`config.mk`:
```
export PLATFORM = sky130hd
export DESIGN_NAME = iso_tile_block_pixel_decoder_core
export DESIGN_NICKNAME = d
export VERILOG_FILES = /design/src/hdl/tbpd_pkg.sv /design/src/hdl/iso_tile_block_pixel_decoder_core.sv /design/src/hdl/tbpd_step.sv
export SDC_FILE = /design/constraint.sdc
export NUM_CORES = 1
export LEC_CHECK = 0
export BUFFER_PORTS_ARGS = -buffer_cell sky130_fd_sc_hd__buf_2
export CAP_MARGIN = 25
export CORE_ASPECT_RATIO = 0.9
export CORE_MARGIN = 8
export CORE_UTILIZATION = 54
export DETAILED_ROUTE_END_ITERATION = 6
export PLACE_DENSITY = 0.76
export SLEW_MARGIN = 20
export SYNTH_ARGS = -nofsm -noshare
export SYNTH_HDL_FRONTEND = slang
export SYNTH_SLANG_ARGS = --single-unit
```
`constraint.sdc`:
```
create_clock -name clk -period 8.7 [get_ports clk]
set_clock_uncertainty 0.05 [all_clocks]
set_input_delay 0.435 -clock clk [delete_from_list [all_inputs] [get_ports clk]]
set_output_delay 0.435 -clock clk [all_outputs]
set_load 0.01 [all_outputs]
```
`src/hdl/tbpd_pkg.sv`:
```
// ----------------------------------------------------------------------------
// tbpd_pkg
// Shared types, constants and shape tables for the tile block pixel decoder.
// ----------------------------------------------------------------------------
package tbpd_pkg;

  localparam int COORD_BITS = 16;
  localparam int LEFT_BITS  = 18;
  localparam int IN_BITS    = 88;
  localparam int OUT_BITS   = 40;

  localparam logic [15:0] DIAMOND_FORMAT = 16'h0001;
  localparam logic [4:0]  DIAMOND_ROWS   = 5'd15;

  localparam logic KIND_HEADER = 1'b0;
  localparam logic KIND_DATA   = 1'b1;

  typedef logic [COORD_BITS-1:0] coord_t;

  typedef enum logic [1:0] {
    PH_SKIP,
    PH_COUNT,
    PH_LIT
  } phase_t;

  typedef struct packed {
    logic                 diamond_mode;
    logic [LEFT_BITS-1:0] bytes_left;
    coord_t               origin_x;
    coord_t               origin_y;
    coord_t               cursor_x;
    coord_t               cursor_y;
    phase_t               pair_phase;
    logic [7:0]           held_skip;
    logic [7:0]           run_left;
    logic [5:0]           row_left;
  } dec_state_t;

  typedef struct packed {
    logic       kind;
    logic [7:0] data_byte;
    logic [15:0] block_x;
    logic [15:0] block_y;
    logic [15:0] block_format;
    logic [15:0] block_length;
    logic [14:0] tile_y_offset;
  } item_t;

  // diamond row start column
  function automatic logic [4:0] row_start(input logic [3:0] row);
    logic [4:0] v;
    case (row)
      4'd0, 4'd14: v = 5'd14;
      4'd1, 4'd13: v = 5'd12;
      4'd2, 4'd12: v = 5'd10;
      4'd3, 4'd11: v = 5'd8;
      4'd4, 4'd10: v = 5'd6;
      4'd5, 4'd9:  v = 5'd4;
      4'd6, 4'd8:  v = 5'd2;
      default:     v = 5'd0;
    endcase
    return v;
  endfunction

  // diamond row width in pixels
  function automatic logic [5:0] row_width(input logic [3:0] row);
    logic [5:0] v;
    case (row)
      4'd0, 4'd14: v = 6'd4;
      4'd1, 4'd13: v = 6'd8;
      4'd2, 4'd12: v = 6'd12;
      4'd3, 4'd11: v = 6'd16;
      4'd4, 4'd10: v = 6'd20;
      4'd5, 4'd9:  v = 6'd24;
      4'd6, 4'd8:  v = 6'd28;
      4'd7:        v = 6'd32;
      default:     v = 6'd4;
    endcase
    return v;
  endfunction

endpackage

```
`src/hdl/iso_tile_block_pixel_decoder_core.sv`:
```
// ----------------------------------------------------------------------------
// iso_tile_block_pixel_decoder_core
// Turns header and colormap byte items into pixel writes (column, row, index).
// ----------------------------------------------------------------------------
// Output: a pixel appears on the output register in the cycle after its byte.
// Throughput: one item per cycle; input stalls only while a pixel waits
// unread in the output register and m_tready is low.
// Reset: synchronous rst clears the decoder state (block idle) and empties
// the output register.
module iso_tile_block_pixel_decoder_core (
  input  logic                          clk,
  input  logic                          rst,
  input  logic                          s_tvalid,
  output logic                          s_tready,
  // data_byte, block_x, block_y, block_format, block_length, tile_y_offset, 0
  input  logic [tbpd_pkg::IN_BITS-1:0]  s_tdata,
  // kind
  input  logic                          s_tuser,
  output logic                          m_tvalid,
  input  logic                          m_tready,
  // pixel_x, pixel_y, color_index
  output logic [tbpd_pkg::OUT_BITS-1:0] m_tdata
);
  import tbpd_pkg::*;

  dec_state_t  state;
  dec_state_t  state_next;
  item_t       item;
  logic        emit;
  logic        accept;
  logic [15:0] pixel_x;
  logic [15:0] pixel_y;
  logic [7:0]  color_index;

  assign item.kind          = s_tuser;
  assign item.data_byte     = s_tdata[7:0];
  assign item.block_x       = s_tdata[23:8];
  assign item.block_y       = s_tdata[39:24];
  assign item.block_format  = s_tdata[55:40];
  assign item.block_length  = s_tdata[71:56];
  assign item.tile_y_offset = s_tdata[86:72];

  assign s_tready = !m_tvalid || m_tready;
  assign accept   = s_tvalid && s_tready;

  tbpd_step u_step (
    .state       (state),
    .item        (item),
    .state_next  (state_next),
    .emit        (emit),
    .pixel_x     (pixel_x),
    .pixel_y     (pixel_y),
    .color_index (color_index)
  );

  always_ff @(posedge clk) begin
    if (rst) begin
      state <= '0;
    end else if (accept) begin
      state <= state_next;
    end
  end

  always_ff @(posedge clk) begin
    if (rst) begin
      m_tvalid <= 1'b0;
    end else if (accept && emit) begin
      m_tvalid <= 1'b1;
    end else if (m_tready) begin
      m_tvalid <= 1'b0;
    end
  end

  always_ff @(posedge clk) begin
    if (accept && emit) begin
      m_tdata <= {color_index, pixel_y, pixel_x};
    end
  end

endmodule

```
`src/hdl/tbpd_step.sv`:
```
// ----------------------------------------------------------------------------
// tbpd_step
// Next-state and pixel logic for one item: header load, diamond walk and
// skip/run pair decoding.
// ----------------------------------------------------------------------------
module tbpd_step (
  input  tbpd_pkg::dec_state_t state,
  input  tbpd_pkg::item_t      item,
  output tbpd_pkg::dec_state_t state_next,
  output logic                 emit,
  output logic [15:0]          pixel_x,
  output logic [15:0]          pixel_y,
  output logic [7:0]           color_index
);
  import tbpd_pkg::*;

  logic signed [31:0] by_wide;
  logic [5:0]         rl_dec;
  logic [7:0]         run_dec;
  coord_t             cy_inc;
  coord_t             sum_x;
  coord_t             sum_y;

  assign sum_x       = state.origin_x + state.cursor_x;
  assign sum_y       = state.origin_y + state.cursor_y;
  assign pixel_x     = 16'(sum_x);
  assign pixel_y     = 16'(sum_y);
  assign color_index = item.data_byte;

  assign rl_dec  = (state.row_left != 6'd0) ? state.row_left - 6'd1 : 6'd0;
  assign run_dec = (state.run_left != 8'd0) ? state.run_left - 8'd1 : 8'd0;
  assign cy_inc  = state.cursor_y + coord_t'(1);

  always_comb begin
    by_wide = 32'(signed'(item.block_y));
    if (item.block_y[15]) begin
      by_wide = by_wide + {17'd0, item.tile_y_offset};
    end
  end

  always_comb begin
    state_next = state;
    emit       = 1'b0;
    if (item.kind == KIND_HEADER) begin
      state_next.origin_x     = coord_t'(32'(signed'(item.block_x)));
      state_next.origin_y     = by_wide[COORD_BITS-1:0];
      state_next.diamond_mode = (item.block_format == DIAMOND_FORMAT);
      state_next.bytes_left   = LEFT_BITS'(item.block_length);
      state_next.pair_phase   = PH_SKIP;
      state_next.held_skip    = 8'd0;
      state_next.run_left     = 8'd0;
      state_next.cursor_y     = '0;
      if (item.block_format == DIAMOND_FORMAT) begin
        state_next.cursor_x = coord_t'(row_start(4'd0));
        state_next.row_left = row_width(4'd0);
      end else begin
        state_next.cursor_x = '0;
        state_next.row_left = 6'd0;
      end
    end else if (state.bytes_left != '0) begin
      state_next.bytes_left = state.bytes_left - LEFT_BITS'(1);
      if (state.diamond_mode) begin
        emit                = 1'b1;
        state_next.cursor_x = state.cursor_x + coord_t'(1);
        state_next.row_left = rl_dec;
        if (rl_dec == 6'd0) begin
          state_next.cursor_y = cy_inc;
          if (cy_inc >= coord_t'(DIAMOND_ROWS)) begin
            state_next.bytes_left = '0;
          end else begin
            state_next.cursor_x = coord_t'(row_start(cy_inc[3:0]));
            state_next.row_left = row_width(cy_inc[3:0]);
          end
        end
      end else begin
        case (state.pair_phase)
          PH_SKIP: begin
            state_next.held_skip  = item.data_byte;
            state_next.pair_phase = PH_COUNT;
          end
          PH_COUNT: begin
            if (state.held_skip == 8'd0 && item.data_byte == 8'd0) begin
              state_next.cursor_x   = '0;
              state_next.cursor_y   = cy_inc;
              state_next.pair_phase = PH_SKIP;
            end else begin
              state_next.cursor_x   = state.cursor_x + coord_t'(state.held_skip);
              state_next.run_left   = item.data_byte;
              state_next.pair_phase = (item.data_byte != 8'd0) ? PH_LIT : PH_SKIP;
            end
          end
          PH_LIT: begin
            emit                = 1'b1;
            state_next.cursor_x = state.cursor_x + coord_t'(1);
            state_next.run_left = run_dec;
            if (run_dec == 8'd0) begin
              state_next.pair_phase = PH_SKIP;
            end
          end
          default: begin
            state_next.pair_phase = PH_SKIP;
          end
        endcase
      end
    end
  end

endmodule

```
# Word level (Yosys, flattened, before mapping)
# Memory sizes are Yosys's and may differ from the RTL's.
# Cells that the tools add are included.
[op_classes] n_addsub=9 order_cmp=1 n_eq_ne=14 n_mux=36 bitwise=1 n_reduce_logical=23
[op_table] op="2-to-1 mux 56 bit" n=2
[op_table] op="2-to-1 mux 18 bit" n=6
[op_table] op="2-to-1 mux 16 bit" n=5
[op_table] op="2-to-1 mux 32 bit" n=2
[op_table] op="adder 16 bit" n=3
[op_table] op="adder 16 x 1 -> 16 bit (second input constant)" n=2
[op_table] op="case mux 16 bit (2 select lines)" n=1
[op_table] op="logical NOT 8 bit" n=3
[op_table] op="2-to-1 mux 6 bit" n=4
[op_table] op="2-to-1 mux 8 bit" n=3
[op_table] op="nonzero test 18 bit" n=1
[op_table] op="subtractor 18 x 1 -> 18 bit (second input constant)" n=1
[op_table] op="adder 16 x 8 -> 16 bit" n=1
[op_table] op="equality test 16 x 1 -> 1 bit (second input constant)" n=1
[op_table] op=">= comparator 16 x 4 -> 1 bit (second input constant)" n=1
[op_table] op="case mux 8 bit (2 select lines)" n=1
[op_table] op="nonzero test 8 bit" n=2
[op_table] op="AND reduction 5 bit" n=2
[op_table] op="!= test 3 x 1 -> 1 bit (second input constant)" n=3
[op_table] op="AND reduction 4 bit" n=2
[op_table] op="subtractor 8 x 1 -> 8 bit (second input constant)" n=1
[op_table] op="logical NOT 6 bit" n=1
[op_table] op="2-to-1 mux 1 bit" n=6
[op_table] op="2-to-1 mux 2 bit" n=3
[op_table] op="20 further kinds" n=27
[word_totals] register_bits=148 rom_bits=112 input_bits=93 out_inout_bits=42 word_cells=98 memories=2
[mem_list] name="(no name shown)" depth=16 word_bits=4 read_ports=1 rd_ports_with_merged_regs=0 wr=0 line="tbpd_pkg.sv:68" text="case (row)"
[mem_list] name="(no name shown)" depth=16 word_bits=3 read_ports=1 rd_ports_with_merged_regs=0 wr=0 line="tbpd_pkg.sv:52" text="case (row)"

# Depth between registers and ports, before layout
[logic_depth] ltp_word=8 ltp_mapped=11 ltp_nobuf=11

# Hierarchy
# From an unflattened synthesis, not the netlist that was laid out.
[hier_totals] hier_cells=1550 area_unflattened_um2=12490.7
[by_module_without_submodules] module="tbpd_step" n_inst=1 cells_per_inst=1017 area_each_um2=6558.8 seq_area_each_um2=0.0
[by_module_without_submodules] module="iso_tile_block_pixel_decoder_core" n_inst=1 cells_per_inst=533 area_each_um2=5931.9 seq_area_each_um2=3363.2

# Least setup slack after synthesis
# Ideal clock, no wire load.
[synth_timing] path_kind="register to register" from="register state[24] (netlist name)" to="register state[41] (netlist name)" setup_time_ns=0.133 arrival_time_ns=2.810 t_required_ns=8.517 slack_ns=5.707 path_stages_with_launch=10 path_buffers=0 period_less_slack_ns=2.993 path_cell_list="dfxtp_1 -> ha_1 -> nand3_1 -> nor4_1 -> mux2i_1 -> o211ai_1 -> nor4_4 -> mux2_2 -> a221oi_1 -> a211oi_2"
[synth_between] elab_chain_cells=7 word_cells_on_any_way=8 classes_between="1 x add/sub; 1 x order compare; 5 x mux; 1 x memory"
[synth_rtl] item="adder 16 x 1 -> 16 bit *" line="tbpd_step.sv:32" text="assign cy_inc = state.cursor_y + coord_t'(1);"
[synth_rtl] item=">= comparator 16 x 4 -> 1 bit / memory (16 x 3 bit) (equally long branches)"
[synth_rtl] item="2-to-1 mux 16 bit *" line="tbpd_step.sv:68" text="if (cy_inc >= coord_t'(DIAMOND_ROWS)) begin"
[synth_rtl] item="2-to-1 mux 32 bit *" line="tbpd_step.sv:66" text="if (rl_dec == 6'd0) begin"
[synth_rtl] item="2-to-1 mux 32 bit *" line="tbpd_step.sv:62" text="if (state.diamond_mode) begin"
[synth_rtl] item="2-to-1 mux 56 bit *" line="tbpd_step.sv:60" text="end else if (state.bytes_left != '0) begin"
[synth_rtl] item="2-to-1 mux 56 bit *" line="tbpd_step.sv:44" text="if (item.kind == KIND_HEADER) begin"
# Every way passes the cells marked *; elsewhere a longest branch is shown, timed or not. The select of a mux whose other input is x is not followed.
# A chain may end at the register's enable or synchronous reset.

# Worst setup path in the final report
[layout_timing] from="register state[88] (netlist name)" to="register m_tdata[7] (netlist name), enable pin"
[layout_between] elab_chain_cells=4
[layout_rtl] item="nonzero test 18 bit" line="tbpd_step.sv:60"
[layout_rtl] item="2-to-1 mux 1 bit" line="tbpd_step.sv:60"
[layout_rtl] item="2-to-1 mux 1 bit" line="tbpd_step.sv:44"
[layout_rtl] item="logical AND 1 bit" line="iso_tile_block_pixel_decoder_core.sv:75" text="if (accept && emit) begin"
[layout_rtl] item="to (signal assigned)" line="iso_tile_block_pixel_decoder_core.sv:76" text="m_tdata <= {color_index, pixel_y, pixel_x};"
[layout_rtl] item="to (decl)" line="iso_tile_block_pixel_decoder_core.sv:22" text="output logic [tbpd_pkg::OUT_BITS-1:0] m_tdata"
# No other way between the ends.

==> metrics <==
run status completed; total wire length 25600 um; RSZ-0062 raised after global routing no; Worst R2R End m_tdata[7]; largest family of logic cells by synthesized area compound AO/OA/AOI/OAI gates; commonest non-fill, non-tap cell in the layout buf_2; n_diodes 0; clock root buffer clkbuf_16; initial antenna violation count 0; Achievable Freq 0.253 GHz; largest net degree at the start of global routing 72; Syn Std Cell Area 9890 sq um; post-synthesis adder-cell area fraction 0.0954; CTS tree yes; worst path cell trace inv_1, ha_1, nor4b_1, nand3_1, o21bai_4, or3_1, clkinv_1, buf_4; Fillers 1593; crit path DAT 4.05 ns; NumNets Final 1466; Worst-path clk slew 0.06 ns; HP Start s_tdata[8]; Max H-tree Level 4; EDFF count, synth 40; maxcap violations 0; drt via density 6.00; VDD IR-drop max 0.122 mV; Worst Hold End state[72]; Die Y 144 um; setup_tns 0 ns; first-pass GRT wire length 41800 um; Worst path top cell family by delay simple AND/OR/NAND/NOR gates; Yosys cell types 78; core box area 18200 sq um; Post-CTS Resized 0; Initial Util 0.544; routed len/inst 16.4 um; Layout area overhead 13.8%; Critical-path top delay cell nor4b_1; Top FF cell, synth dfxtp_1; CTS sink cnt 148; Simple-Gate Fraction of Synth Area 0.222; #FFs+latches synth 148; Least-Margin Pin Slew 0.864 ns; Tmin final 3.95 ns; die area 22900 sq um; cell leakage power 0.00452 uW; DRT Pass-1 Iters 5; Post-Syn Area per Cell 8.26 sq um; CTS Buf Count 17; Setup violations, final 0; Vias 9355; register area share after synthesis 0.340; # IOs 135; DRC viols 0; Antenna Nets Post-Route 0; Post-Synth XOR/XNOR Area 0.0487; detailed placement HPWL 18200 um; Hold-fix buffers, CTS 0; setup bufs post-CTS 0; final worst-path cycle share 0.454; DIE WIDTH 159 um; Reg area 3360 sq um; Cell Pwr Density 158 nW/um^2; Total GRT Usage 0.225; FF-to-FF setup slack 4.75 ns; cell depth of the worst flop-to-flop path 8; maximum root-to-sink buffer count 2; CP startpoint kind flop; Initial DRC Count 803; post-synthesis compound-gate area fraction 0.234; Hold Crit Class input pin to flop; Core Rows 47; Final Slew Violations 0; reg2reg start state[88]; Worst Hold Depth 3; CP Buf/Inv Count 3; post-synth net total 1363; ys async rst share 0; Final GP Congestion 0.918; required time worst endpoint 8.80 ns; Syn Inst Count 1197; final hold vios 0; CP Class flop to flop; final core occ 0.619; multi-input logic area 6160 sq um; worst stage delay on the critical path 0.72 ns; clock latency on the worst-skew pair 0.43 ns; worst-path maximum fanout 24; IO Port Bufs 133; Ys Warns 0; vias in the first global route 8734; most frequent cells in the layout buf_2 (132), nor2_1 (129), a21oi_1 (121); proportion of synthesized area in mux cells 0.0209; share of cells above drive strength 1 0.157; crit end category flop; max_slew headroom 0.416; global route overflow 0
layout make-up:
| cell class | instances | area share |
|---|---|---|
| tap | 245 | 0.0272 |
| timing repair buffer | 141 | 0.0647 |
| clock buffer | 19 | 0.0394 |
| inverter | 38 | 0.0127 |
| sequential | 148 | 0.299 |
| clock inverter | 13 | 0.00979 |
| multi-input combinational | 954 | 0.547 |
state kept, by name, indices dropped and copies added (netlist names):
name / flops
m_tvalid: 1
state: 107
m_tdata: 40
power by group:
part | switching [uW] | internal (uW)
logic | 187 | 129
registers | 26.9 | 735
clock network | 297 | 398
worst max path at each step:
stage                  end  slack, ns  startpoint  cells after the start
2_1_floorplan    state[41]       5.71   state[24]                      9
3_3_place_gp   m_tdata[15]       4.90   state[88]                      8
3_5_place_dp    m_tdata[9]       4.72   state[88]                      8
4_1_cts         m_tdata[7]       4.68   state[88]                      8
5_1_grt         m_tdata[8]       4.35   state[88]                      8
6_report        m_tdata[7]       4.75   state[88]                      8
cells by family (layout without fill, tap and decap cells):
kind of cell / Yosys count / in the layout
AND/OR/NAND/NOR: 450 / 450
AO/OA/AOI/OAI: 356 / 356
flip-flops: 148 / 148
buffers and inverters: 95 / 211
adder cells (fa/ha/maj): 73 / 73
XOR/XNOR: 55 / 55
multiplexers: 20 / 20
worst reg2reg max path: cells and delay by family (launching register included):
kind	cells	cell delay (ns)
adder cells (fa/ha/maj)	1	0.20
AND/OR/NAND/NOR	3	1.52
buffers and inverters	3	1.13
flip-flops	1	0.34
AO/OA/AOI/OAI	1	0.43
metal layers:
| layer | global-route usage | part of all wire | wire [um] | vias up |
|---|---|---|---|---|
| met4 | 0.0600 | 0.012 | 317 | 0 |
| met3 | 0.0421 | 0.064 | 1650 | 25 |
| met5 | 0 | 0 | 0 | - |
| li1 | - | - | - | 4653 |
| met1 | 0.297 | 0.45 | 11600 | 4362 |
| met2 | 0.371 | 0.47 | 12100 | 315 |
per-stage QoR:
step	hold WS, ns	worst slack, ns	area (sq um)	total power (uW)	instances
5_1_grt	0.184	4.35	11200	1850	1558
2_1_floorplan	0.386	5.71	9890	1000	1197
3_5_place_dp	0.403	4.72	10700	1090	1525
4_1_cts	0.178	4.68	11200	1780	1557
3_3_place_gp	0.397	4.90	10700	1080	1525
6_report	0.185	4.75	11200	1770	1558
cell usage after synthesis (13+ instances only):
master	instances	area, sq um
nand3_1	46	230
a211oi_1	37	278
nor3_1	43	215
a21oi_1	121	606
or3_1	13	81.3
inv_1	38	143
xnor2_1	34	298
o21a_1	15	113
ha_1	69	863
a22oi_1	19	143
edfxtp_1	40	1200
xor2_1	21	184
and3_1	13	81.3
dfxtp_1	108	2160
nand2_1	107	402
nor2b_1	13	81.3
nor2_1	130	488
o21ai_0	61	305
clkbuf_1	44	165
nor4_1	19	119
mux2i_1	15	150
No activity file was read; power rests on OpenSTA's default activity.
